<file path="src/hdl/trcm_pkg.sv">
// Shared widths, result codes and the classification record for the triangle unit.
package trcm_pkg;

  localparam int unsigned CoordW  = 16;
  localparam int unsigned DiffW   = CoordW + 1;
  localparam int unsigned MagW    = CoordW;
  localparam int unsigned SqW     = 2 * MagW;
  localparam int unsigned SideW   = SqW + 1;
  localparam int unsigned ProdW   = 2 * DiffW;
  localparam int unsigned CrossW  = ProdW + 1;
  localparam int unsigned RootW   = (SideW + 1) / 2;
  localparam int unsigned RadW    = 2 * RootW;
  localparam int unsigned RemW    = RootW + 1;
  localparam int unsigned PerimW  = 19;
  localparam int unsigned AreaW   = 32;
  localparam int unsigned KindW   = 3;
  // front end stages and root stages
  localparam int unsigned FrontStages = 4;
  localparam int unsigned RootStages  = RootW;

  typedef enum logic [KindW-1:0] {
    KIND_DEGENERATE  = 3'd0,
    KIND_EQUILATERAL = 3'd1,
    KIND_RIGHT_ISO   = 3'd2,
    KIND_ISOSCELES   = 3'd3,
    KIND_RIGHT       = 3'd4,
    KIND_SCALENE     = 3'd5
  } kind_e;

  typedef struct packed {
    kind_e             kind;
    logic [AreaW-1:0]  area;
  } cls_t;

endpackage

</file>
<file path="src/hdl/trcm_isqrt.sv">
// Pipelined restoring integer square root, one root bit per stage.
module trcm_isqrt import trcm_pkg::*; (
  input  logic                   clk_i,
  input  logic [RootStages-1:0]  en_i,
  input  logic [SideW-1:0]       val_i,
  output logic [RootW-1:0]       root_o
);

  logic [RadW-1:0]  rad_q  [RootStages];
  logic [RemW-1:0]  rem_q  [RootStages];
  logic [RootW-1:0] root_q [RootStages];

  for (genvar s = 0; s < RootStages; s++) begin : g_stage
    logic [RadW-1:0]  rad_in;
    logic [RemW-1:0]  rem_in;
    logic [RootW-1:0] root_in;
    logic [RemW+1:0]  trial_rem;
    logic [RemW+1:0]  trial_sub;

    if (s == 0) begin : g_first
      assign rad_in  = RadW'(val_i);
      assign rem_in  = '0;
      assign root_in = '0;
    end else begin : g_next
      assign rad_in  = rad_q[s-1];
      assign rem_in  = rem_q[s-1];
      assign root_in = root_q[s-1];
    end

    // bring down the next bit pair and try subtracting 4q+1
    assign trial_rem = {rem_in, rad_in[RadW-1 -: 2]};
    assign trial_sub = {root_in, 2'b01};

    always_ff @(posedge clk_i) begin
      if (en_i[s]) begin
        rad_q[s] <= rad_in << 2;
        if (trial_rem >= trial_sub) begin
          rem_q[s]  <= RemW'(trial_rem - trial_sub);
          root_q[s] <= {root_in[RootW-2:0], 1'b1};
        end else begin
          rem_q[s]  <= RemW'(trial_rem);
          root_q[s] <= {root_in[RootW-2:0], 1'b0};
        end
      end
    end
  end

  assign root_o = root_q[RootStages-1];

endmodule

</file>
<file path="config.mk">
export PLATFORM = sky130hd
export DESIGN_NAME = trcm_isqrt
export DESIGN_NICKNAME = d
export VERILOG_FILES = /design/src/hdl/trcm_pkg.sv /design/src/hdl/trcm_isqrt.sv
export SDC_FILE = /design/constraint.sdc
export NUM_CORES = 1
export LEC_CHECK = 0
export BUFFER_PORTS_ARGS = -buffer_cell sky130_fd_sc_hd__clkbuf_2
export CORE_ASPECT_RATIO = 1.2
export CORE_MARGIN = 2
export CORE_UTILIZATION = 64
export DETAILED_ROUTE_END_ITERATION = 8
export PLACE_DENSITY = 0.83
export SYNTH_ARGS = -nofsm -noshare
export SYNTH_HDL_FRONTEND = slang
export SYNTH_SLANG_ARGS = --single-unit
export TNS_END_PERCENT = 100
</file>
<file path="constraint.sdc">
create_clock -name clk_i -period 7.6 [get_ports clk_i]
set_input_delay 1.14 -clock clk_i [delete_from_list [all_inputs] [get_ports clk_i]]
set_output_delay 1.14 -clock clk_i [all_outputs]
set_load 0.005 [all_outputs]
</file>
==> results of run 1 <==
[per-stage QoR]
| step | cell area (um^2) | total power, mW | worst slack (ps) | hold slack [ps] | std cells |
|---|---|---|---|---|---|
| 3_5_place_dp | 33100 | 6.42 | 3560 | 405 | 3107 |
| 5_1_grt | 35300 | 10.1 | 3980 | 406 | 3233 |
| 2_1_floorplan | 32100 | 6.00 | 4420 | 400 | 2442 |
| 6_report | 35300 | 9.67 | 4130 | 410 | 3233 |
| 3_3_place_gp | 33100 | 6.34 | 3620 | 401 | 3107 |
| 4_1_cts | 35300 | 9.72 | 4190 | 406 | 3232 |
[path summary, 6_finish.rpt]
kind,start,to,cells after the start
max reg2reg,root_q[10][0],rem_q[11][13],8
min reg2reg,rad_q[0][176],rad_q[0][210],0
min,rad_q[0][176],rad_q[0][210],0
max,root_q[10][0],rem_q[11][13],8
[state kept, by name, summed over array words and instances, names as in the netlist]
signal	cells
root_q	153
rad_q	272
rem_q	265
[cells in the mapped netlist, drive strengths merged, types with 4 or more instances]
cell    instances
and3            6
or3            22
nor3           54
a21boi          8
xnor2         111
o21a           28
nor2b          23
a31o            4
nor4b           5
o21bai          9
a211oi         13
o211ai         13
or4            14
nor2          169
o31a            7
nand4          21
o21ai         116
buf            15
a211o           5
nand3b          8
a31oi          12
mux2i           8
nor4           26
xor2           86
nand4b          7
or4b            9
a311oi          5
a22oi           5
nor3b           4
or2            21
clkbuf         41
nand2         126
ha            171
o31ai          10
mux2           30
nand3          36
a21oi         146
inv           209
and2           24
nand2b         33
and4            6
o22ai           5
a21o           49
edfxtp        689
[layer usage]
metal,routed length (um),share of wire (%)
met1,21700,36
met2,33700,56
met3,2440,4.1
met4,2370,3.9
met5,0,0
[report_power, final]
group	switching (mW)	internal, mW	leakage [nW]
logic	0.800	0.625	6.07
clock network	1.44	1.86	1.08
registers	0.246	4.70	6.62
total	2.48	7.19	13.8
[area by class of cell]
type                            instances  area, um^2
Clock buffer                           77        1760
Inverter                              209         785
Fill cell                            3127       14000
Multi-Input combinational cell       1487       10400
Antenna cell                            1        2.50
Timing Repair Buffer                   84         463
Tap cell                              637         797
Clock inverter                         48         439
Sequential cell                       690       20700
[kinds of logic (layout without fill, tap and decap cells)]
kind of cell    Yosys count  after routing  synth area share [%]
buf+inv                 265            418                  3.17
xor+xnor                197            197                  5.37
simple gates            618            618                  9.88
compound gates          463            463                  9.08
other cells               0              1                     0
fa+ha+maj               171            171                  6.66
mux                      38             38                  1.31
flops                   690            690                  64.5
==> impl.org, run 1 <==
** Run status
- Result of the run :: complete, no violations

** Global routing
- Initial antenna violation count :: 1
- The first global-routing pass estimated 96200 um of wire.
- Global route total overflow :: 0
- Global routing met1 resource utilization :: 24.0%
- Number of global-route vias before repair :: 19400
- Pin count of the biggest net entering global routing :: 51
- met2 is the most crowded layer.
- Overall Global Routing Usage :: 23.3%
- Fraction of met2 tracks used by global routing :: 45.9%
- GR Util met3 :: 3.18%

** Timing
- Worst-margin pin slew :: 1220 ps
- Setup repair after global routing left no endpoint under its margin.
- The worst path needs 3470 ps of the cycle, external delays included.
- For the final database, setup skew stands at 39.4 ps.
- Measured against its own limit, the worst slew margin works out to 18.5%.
- Portion of the clock cycle consumed by the worst path in the final layout :: 45.7%
- The final count of hold timing violations came to 0.
- Sum Neg Setup Slack :: 0 ps
- Based on the critical path, the design can be clocked at up to 0.288 GHz.
- Pins over their slew limit :: 0
- Setup violations remaining at the end of the flow were counted as 0.

** Synthesis
- Synth warn :: 0
- Sequential area share after synthesis :: 64.5%
- Top FF cell, synth :: edfxtp_1
- Mean instance size in the synthesized netlist :: 13.1 um^2
- In this run, synthesis inferred 689 flip-flops with an integrated enable.
- Synth Register Bits :: 690
- The synthesized netlist contains 81 unique library cells.
- Synthesis produced a netlist with a net count of 2664.
- Share of synthesized registers carrying an async set or reset :: 0%
- Gate Count Post-Synth :: 2442
- Netlist Area Pre-Place :: 32100 um^2
- Of all cell types, the one taking the most synthesized area is edfxtp_1.
- Summed over its instances, the top area cell type makes up 64.4% of the synthesized netlist area.
- Top cells by area in the synthesized netlist :: edfxtp_1 (64%), ha_1 (6.7%), xnor2_1 (3.0%), inv_1 (2.4%), xor2_1 (2.3%)

** Final layout
- Layout cell share with drive strength beyond 1 :: 10.2%
- For this run, the post-layout net count is 2762.
- The library cell used most frequently in the layout, excluding fill and tap cells, is edfxtp_1.
- Utilization after layout :: 71.6%
- Synth-to-Final Area Change :: 10.1%
- Top library cells by usage in the layout, fill and taps aside :: edfxtp_1 (689), inv_1 (209), ha_1 (171), nor2_1 (169), a21oi_1 (146)

** Clocking
- Counting along the longest clock path gives a buffer depth of 3.
- The clock drives 690 sinks.
- Hold repair after CTS inserted 0 buffers.
- Clock latency of the later-clocked register in the worst-skew pair :: 630 ps
- H-Tree Depth :: 3
- Post-CTS Setup Bufs :: 0
- Post-cts sizing count :: 0
- After clock tree synthesis, the clock-pin slew on the worst setup and hold paths is 60 ps.
- TritonCTS built the clock tree.
- Total clock buffers created by CTS :: 68
- Clock tree synthesis selected as its root buffer the cell clkbuf_16.

** Die
- Placeable core area :: 49300 um^2
- For this design the top-level I/O count stands at 68.
- Full die area :: 52000 um^2
- From bottom edge to top edge, the die measures 249 um.
- Measured along the x axis, the die boundary spans 208 um.
- Initial standard-cell utilization of the core :: 65.1%
- After floorplanning, the core was divided into 89 placement rows.

** Drt
- Post-route DRC :: 0
- Average wire per standard cell :: 18.6 um
- Antenna-violating nets left :: 0
- Before antenna repair, the detailed router went through 6 iterations.
- In this run, the number of DRC markers left after iteration 0 of detailed routing was 1335.
- Via count :: 19100
- Routed via count divided by cell count :: 5.92
- Total Wirelength :: 60200 um

** Setup path
- STA puts the critical path data required time at 7930 ps.
- STA classifies the critical path startpoint as a flip-flop.
- STA classifies the critical path endpoint as a flip-flop.
- Worst stage delay on the critical path :: 860 ps
- In this run the register-to-register setup slack is 4130 ps.
- STA puts the critical path data arrival time at 3800 ps.
- Worst path buffer plus inverter count :: 1
- Among all stages on the critical path, the largest delay is contributed by o31ai_1.
- Among cell families on the critical path, the largest total delay comes from compound AO/OA/AOI/OAI gates.
- Along the worst path, the maximum fanout reaches 21.
- Cell-by-cell trace of the critical path :: inv_1 -> ha_1 -> nor2b_1 -> o31ai_1 -> a211oi_1 -> a211o_1 -> nor3b_1 -> xor2_1
- The critical path is of the flip-flop to flip-flop type.

** Placement
- The wire-length estimate of the detail-placed layout is 43500 um.
- Gpl congestion :: 0.884
- IO Port Bufs :: 67

** Power
- Lkg Pwr :: 13.8 nW
- The worst-case IR drop observed on VDD is 242 uV.
- For this design the ratio of total power to cell area is 274 nW/um^2.

** Run
- Across the run, the number of max-cap violations was 0.

** Min path
- The path class of the tightest hold or removal check is flip-flop to flip-flop.
Power figures use the tool's default switching activity.
==> run 2, diff against run 1 <==
CORE_UTILIZATION = 57   (was 64)
PLACE_DENSITY = 0.78   (was 0.83)
clock period = 3.1 ns   (was 7.6 ns; I/O delays follow)
==> run 2 against run 1 <==
Effect of this change:
- worst hold slack worse by 370 ps
- combinational power rose to 2.5 times the previous value
- sequential power up 140%
- via count up 0.55%
- final area up 1.2%
- non-clock buffer count up 45
- first-iteration DRC count down 16%
- highest routed layer unchanged
- flip-flop and latch count unchanged
- critical endpoint is now rem_q[15][2]
- clock power up 140%
- worst setup slack worse by 4000 ps
==> impl.org, run 2 (synthesis results as in run 1) <==
** Drt
- Post-route DRC :: 0
- The routed layout has 19200 vias.
- Before antenna repair, the detailed router went through 5 iterations.
- Antenna-violating nets left :: 0
- Total Wirelength :: 61500 um
- In the routed layout, each cell is associated on average with a via count of 5.72.
- In this run, the number of DRC markers left after iteration 0 of detailed routing was 1124.
- Average wire per standard cell :: 18.3 um

** Power
- Summed over all cells, the static leakage comes to 13.9 nW.
- Cell Pwr Density :: 656 nW/um^2
- IR analysis of the VDD net gives a maximum drop of 627 uV.

** Clocking
- Counting the buffers created by CTS gives 68.
- Count of hold-fix buffers inserted at cts :: 22
- H-Tree Depth :: 3
- After clock tree synthesis, the clock-pin slew on the worst setup and hold paths is 70 ps.
- The number of gates resized after CTS was 0.
- CTS tree :: yes
- The number of setup buffers added after CTS is 0.
- The clock passes through at most 3 buffers.
- The clock net in this run drives a total of 690 sinks.
- The root buffer cell chosen for the clock tree is clkbuf_16.
- Clock latency of the later-clocked register in the worst-skew pair :: 620 ps

** Run status
- Result of the run :: complete, no violations

** Timing
- Derived from the worst setup path, the maximum achievable clock frequency is 0.342 GHz.
- Portion of the clock cycle consumed by the worst path in the final layout :: 94.3%
- Final setup skew :: 24.7 ps
- RSZ-0062 raised after global routing :: no
- The final count of hold timing violations came to 0.
- The number of pins with negative max-slew slack in the final report is 0.
- Setup violations remaining at the end of the flow were counted as 0.
- Tightest slew margin relative to the limit :: 18.2%
- Hold is met by 36.1 ps.
- Time the final worst path needs with I/O delays and setup :: 2920 ps
- Sum Neg Setup Slack :: 0 ps
- At the pin with the least slew margin, the transition time is 1220 ps.

** Final layout
- Most common cell after layout, fill and taps aside :: edfxtp_1
- Register name with the most flops :: rad_q
- The register with the most flip-flops in the layout has 272 of them.
- The finished cells cover 35800 um^2.
- Synth-to-Final Area Change :: 11.4%
- Leading registers by flop count :: rad_q (272), rem_q (265), root_q (153)
- Once layout is complete, the cells apart from fillers number 3362.
- After filler insertion, the fill cell instance count of the layout stands at 3991.
- The number of antenna diodes in the final layout is 0.
- In the layout the commonest cells are edfxtp_1 (689), inv_1 (209), ha_1 (171), nor2_1 (169), a21oi_1 (146).
- Layout cell share with drive strength beyond 1 :: 10.6%
- Utilization after layout :: 64.0%
- Number of nets in the layout :: 2807

** Setup path
- On the critical path the largest part of the delay comes from compound AO/OA/AOI/OAI gates.
- Worst setup SP type :: flip-flop
- Among all stages on the critical path, the largest delay is contributed by o41ai_2.
- Setup Crit Path Kind :: flip-flop to flip-flop
- For this run, the slowest stage of the critical path takes 550 ps.
- The most critical setup path has its startpoint at rem_q[14][0].
- Together, buffers and inverters on the worst path number 1.
- Worst reg2reg startpoint :: rem_q[14][0]
- Required time reported for the critical path endpoint :: 3470 ps
- The worst setup path is captured at a flip-flop.
- Walking the worst path, the cells encountered are ha_1 -> nor2b_1 -> o31a_1 -> o221a_2 -> o41ai_2 -> a2bb2oi_2 -> buf_4 -> nor2_1 -> a21oi_1.
- Data arrives at the worst endpoint at 3300 ps.
- Of all nets on the critical path, the largest fanout is 8.

** Die
- For this configuration, the core starts out at a cell density of 57.5%.
- The total area inside the core boundary comes to 55900 um^2.
- The initialized floorplan defines 95 standard-cell rows.
- The floorplan step defined a die boundary enclosing 58200 um^2.
- Number of ports placed on the die boundary :: 68
- The floorplan step set the die height to 264 um.
- The die is 221 um wide.

** Global routing
- The initial antenna violation count is 0.
- Global route total overflow :: 0
- The number of global-route vias before repair came to 20000.
- The first global-routing pass estimated 98200 um of wire.
- Overall Global Routing Usage :: 21.4%
- Entering global routing, the biggest net connects 50 pins.

** Placement
- Once detailed placement completed, the half-perimeter wirelength came to 43900 um.
- Port buffering added 67 buffers.
- The number of placed instances, taps included, is 3220.
- At the end of routability-driven placement, the weighted congestion stood at 0.924.
- In this run the cell area measured after placement is 33500 um^2.

** Min path
- The worst hold path begins at val_i[27].
- The path class of the tightest hold or removal check is input port to flip-flop.

** Run
- Reported max-cap violation count :: 0
run 2: cell count changes in the layout (fill, tap and decap cells not counted):
cell	previous run	this run
dlygate4sd3_1	0	22
clkinv_2	16	12
clkinv_4	2	0
clkinv_16	1	0
buf_4	17	37
clkinv_1	15	12
bufinv_16	5	2
clkbuf_1	8	15
buf_12	0	3
clkbuf_16	69	68
diode_2	1	0
inv_16	2	4
run 2: worst reg2reg max path: stages, from the launching register on:
cell and delay, ps:
edfxtp_1 390, ha_1 360, nor2b_1 160, o31a_1 280
o221a_2 310, o41ai_2 550, a2bb2oi_2 240, buf_4 220
nor2_1 120, a21oi_1 50
run 2: worst paths after layout:
path	to	slack, ps	cells after the start
min reg2reg	rad_q[0][92]	400	0
max reg2reg	rem_q[15][2]	180	9
min	rad_q[0][27]	40	1
max	rem_q[15][2]	180	9
run 2: power by group:
part           internal, mW  total, mW  switching, mW
Combinational          1.58       3.56           1.98
Sequential             11.5       12.1          0.588
Clock                  4.27       7.78           3.51
Total                  17.4       23.5           6.08
run 2: area by class of cell:
cell class                      instances  area (um^2)  area share (%)
Sequential cell                       690        20700            57.9
Multi-Input combinational cell       1487        10400            29.1
Clock buffer                           83         1760            4.92
Tap cell                              727          910            2.54
Timing Repair Buffer                  129          893            2.50
Inverter                              209          785            2.19
Clock inverter                         37          310           0.868
run 2: metrics by stage:
step	power (mW)	setup WS [ps]
after floorplan	14.7	495
after global placement	15.6	224
after detailed placement	15.8	249
after CTS	23.6	201
after global routing	24.5	24.3
final	23.5	177
run 2: per-layer routing:
layer  part of all wire, %  track usage [%]  vias up
met5                     0                0        -
li1                      -                -     9275
met4                   4.0             10.1        0
met3                   4.0             3.24      152
met2                    54             39.8      492
met1                    38             23.6     9325
==> run 3, diff against run 2 <==
RECOVER_POWER = 50   (was default)
==> run 3 against run 2 <==
Effect of this change:
- the run now ends with capacitance limit, slew limit left
- combinational power about the same
- critical path type unchanged
- sequential power about the same
- sequential share of layout area increased by 0.085 points
- global-route usage unchanged
- worst hold slack about the same
- worst setup slack got worse by 5.2 ps
- maximum frequency decreased by 0.18%
==> impl.org, run 3 (synthesis results as in run 1) <==
** Final layout
- Synth-to-Final Area Change :: 11.2%
- In the final layout, the registers with the most flip-flops are rad_q (272), rem_q (265), root_q (153).
- The finished cells cover 35700 um^2.
- Register name with the most flops :: rad_q
- The net count of the finished layout is 2807.
- Cells with a size suffix above 1 make up 9.64% of the layout.
- The register with the most flip-flops in the layout has 272 of them.
- In the layout the commonest cells are edfxtp_1 (689), inv_1 (209), ha_1 (171), nor2_1 (169), a21oi_1 (146).
- Utilization after layout :: 63.9%
- Most common cell after layout, fill and taps aside :: edfxtp_1
- Total area of multi-input combinational cells :: 10400 um^2
- The filler cells instantiated in the layout total 4012.
- 0 antenna diodes ended up in the layout.
- Summing all flip-flop and latch instances after layout gives 20700 um^2.

** Die
- The die is 264 um tall.
- Std-Cell Rows :: 95
- The die covers 58200 um^2.
- Initial standard-cell utilization of the core :: 57.5%
- The die is 221 um wide.
- Placeable core area :: 55900 um^2
- During I/O placement, the number of pins put on the boundary was 68.

** Timing
- Pins over their slew limit :: 345
- The final critical path takes up 94.5% of the cycle.
- Tightest slew margin relative to the limit :: -71.1%
- The worst path in the final design needs a cycle of 2930 ps, including I/O delays and setup.
- Final setup skew :: 25.8 ps
- At the pin with the least slew margin, the transition time is 2570 ps.
- Setup violations remaining at the end of the flow were counted as 0.
- Adding up every negative setup slack in the final design gives 0 ps.
- Based on the critical path, the design can be clocked at up to 0.341 GHz.
- Final hold analysis gives a worst-case slack of 35.7 ps.
- Hold violation count in the final report :: 0
- Setup repair after global routing left no endpoint under its margin.

** Global routing
- Global-route wire length before repair :: 98200 um
- Summed over all layers, the global routing overflow is 0.
- In the global route stage, met3 resource usage came out at 3.24%.
- Overall Global Routing Usage :: 21.4%
- The number of global-route vias before repair was 20000.
- Fraction of met2 tracks used by global routing :: 39.8%
- For this run, global-route usage on met1 was measured as 23.6%.
- GR peak layer :: met2
- Entering global routing, the biggest net connects 50 pins.
- Initial antenna violation count :: 0

** Setup path
- Setup Crit Path Kind :: flip-flop to flip-flop
- Measured in cells, the most critical reg-to-reg path has a length of 9.
- The endpoint identified for the worst register-to-register timing path is rem_q[15][2].
- Cell-by-cell trace of the critical path :: ha_1 -> nor2b_1 -> o31a_1 -> o221a_2 -> o41ai_2 -> a2bb2oi_2 -> buf_4 -> nor2_1 -> a21oi_1
- The worst setup path is launched from a flip-flop.
- R2R Setup Slk :: 170 ps
- Worst setup EP type :: flip-flop
- In this run the worst path has a maximum fanout of 8.
- STA puts the critical path data required time at 3470 ps.
- Worst reg2reg startpoint :: rem_q[14][0]
- On the critical path, the stage with the largest delay is an instance of o41ai_2.
- Kind of cell adding the most delay to the critical path :: compound AO/OA/AOI/OAI gates
- For the worst setup path, the data arrival time is 3300 ps.
- The number of buffers and inverters on the critical path is 1.
- The largest single stage delay on the critical path is 550 ps.

** Min path
- Counting instances, the worst hold path has a depth of 1.
- Worst hold path startpoint :: val_i[29]
- The min-delay analysis places its worst path in the category input port to flip-flop.
- Worst-case hold path end point :: rad_q[0][29]

** Clocking
- Clock latency of the later-clocked register in the worst-skew pair :: 620 ps
- The H-tree was split into 3 levels.
- The clock passes through at most 3 buffers.
- Clock transition at path regs :: 70 ps
- TritonCTS built the clock tree.
- Post-cts sizing count :: 0
- Total clock buffers created by CTS :: 68
- Clock Tree Root :: clkbuf_16
- CTS sink count :: 690
- After clock tree synthesis, the setup repair step added 0 buffers.

** Power
- Lkg Pwr :: 13.8 nW
- Cell Pwr Density :: 657 nW/um^2
- VDD IR-drop max :: 629 uV

** Drt
- The routed layout has 19200 vias.
- After detailed routing, the number of remaining DRC violations is 0.
- In the routed layout, each cell is associated on average with a via count of 5.72.
- Total Wirelength :: 61600 um
- After detailed routing, the average wire length per cell comes to 18.3 um.
- The first detailed-routing pass ran for 5 iterations.
- Violation count after the first detailed-routing iteration :: 1164
- Once detail routing completed, the nets flagged for antenna violations numbered 0.

** Placement
- Routability-driven placement finished with a final weighted congestion of 0.924.
- IO Port Bufs :: 67
- Detailed placement ended at an HPWL of 43900 um.
- Post-DP Area :: 33500 um^2

** Run status
- Result of the run :: finished with violations
- The final reports fail on capacitance limit, slew limit.

** Run
- The tool flagged a number of max-cap violations equal to 8.
## run 3: cell type report
type	count	area share [%]
timing repair buffer	129	2.36
tap	727	2.55
clock buffer	83	4.92
sequential	690	58.0
multi-input combinational	1487	29.1
inverter	209	2.20
clock inverter	37	0.869
## run 3: through the flow
stage	power [mW]	instances	setup WS, ps
2_1_floorplan	14.7	2442	495
3_3_place_gp	15.6	3220	224
3_5_place_dp	15.8	3220	249
4_1_cts	23.6	3362	201
5_1_grt	24.5	3362	24.3
6_report	23.5	3362	172
## run 3: worst max-delay path by stage
stage                 startpoint             to  depth (start not counted)
global route        rem_q[14][0]  rem_q[15][15]                          9
CTS                 rem_q[14][0]   rem_q[15][2]                          9
floorplan           rem_q[12][6]  rem_q[13][10]                          7
global placement    rem_q[14][7]   rem_q[15][4]                          7
finish              rem_q[14][0]   rem_q[15][2]                          9
detailed placement  rem_q[14][0]  rem_q[15][13]                          9
## run 3: power breakdown
group | internal [mW] | total (mW) | leakage, nW | switching, mW
Clock | 4.27 | 7.79 | 1.01 | 3.51
Combinational | 1.57 | 3.55 | 6.22 | 1.98
Sequential | 11.5 | 12.1 | 6.62 | 0.591
Total | 17.4 | 23.5 | 13.8 | 6.09
## run 3: routing by layer
layer / wire [um] / part of all wire [%]
met1: 23500 / 38
met2: 33300 / 54
met3: 2390 / 3.9
met4: 2420 / 3.9
met5: 0 / 0
## run 3: timing repair
action,4_1_cts,5_1_grt
endpoints found under the setup margin,0,0
endpoints found under the hold margin,22,0
hold buffers,22,0
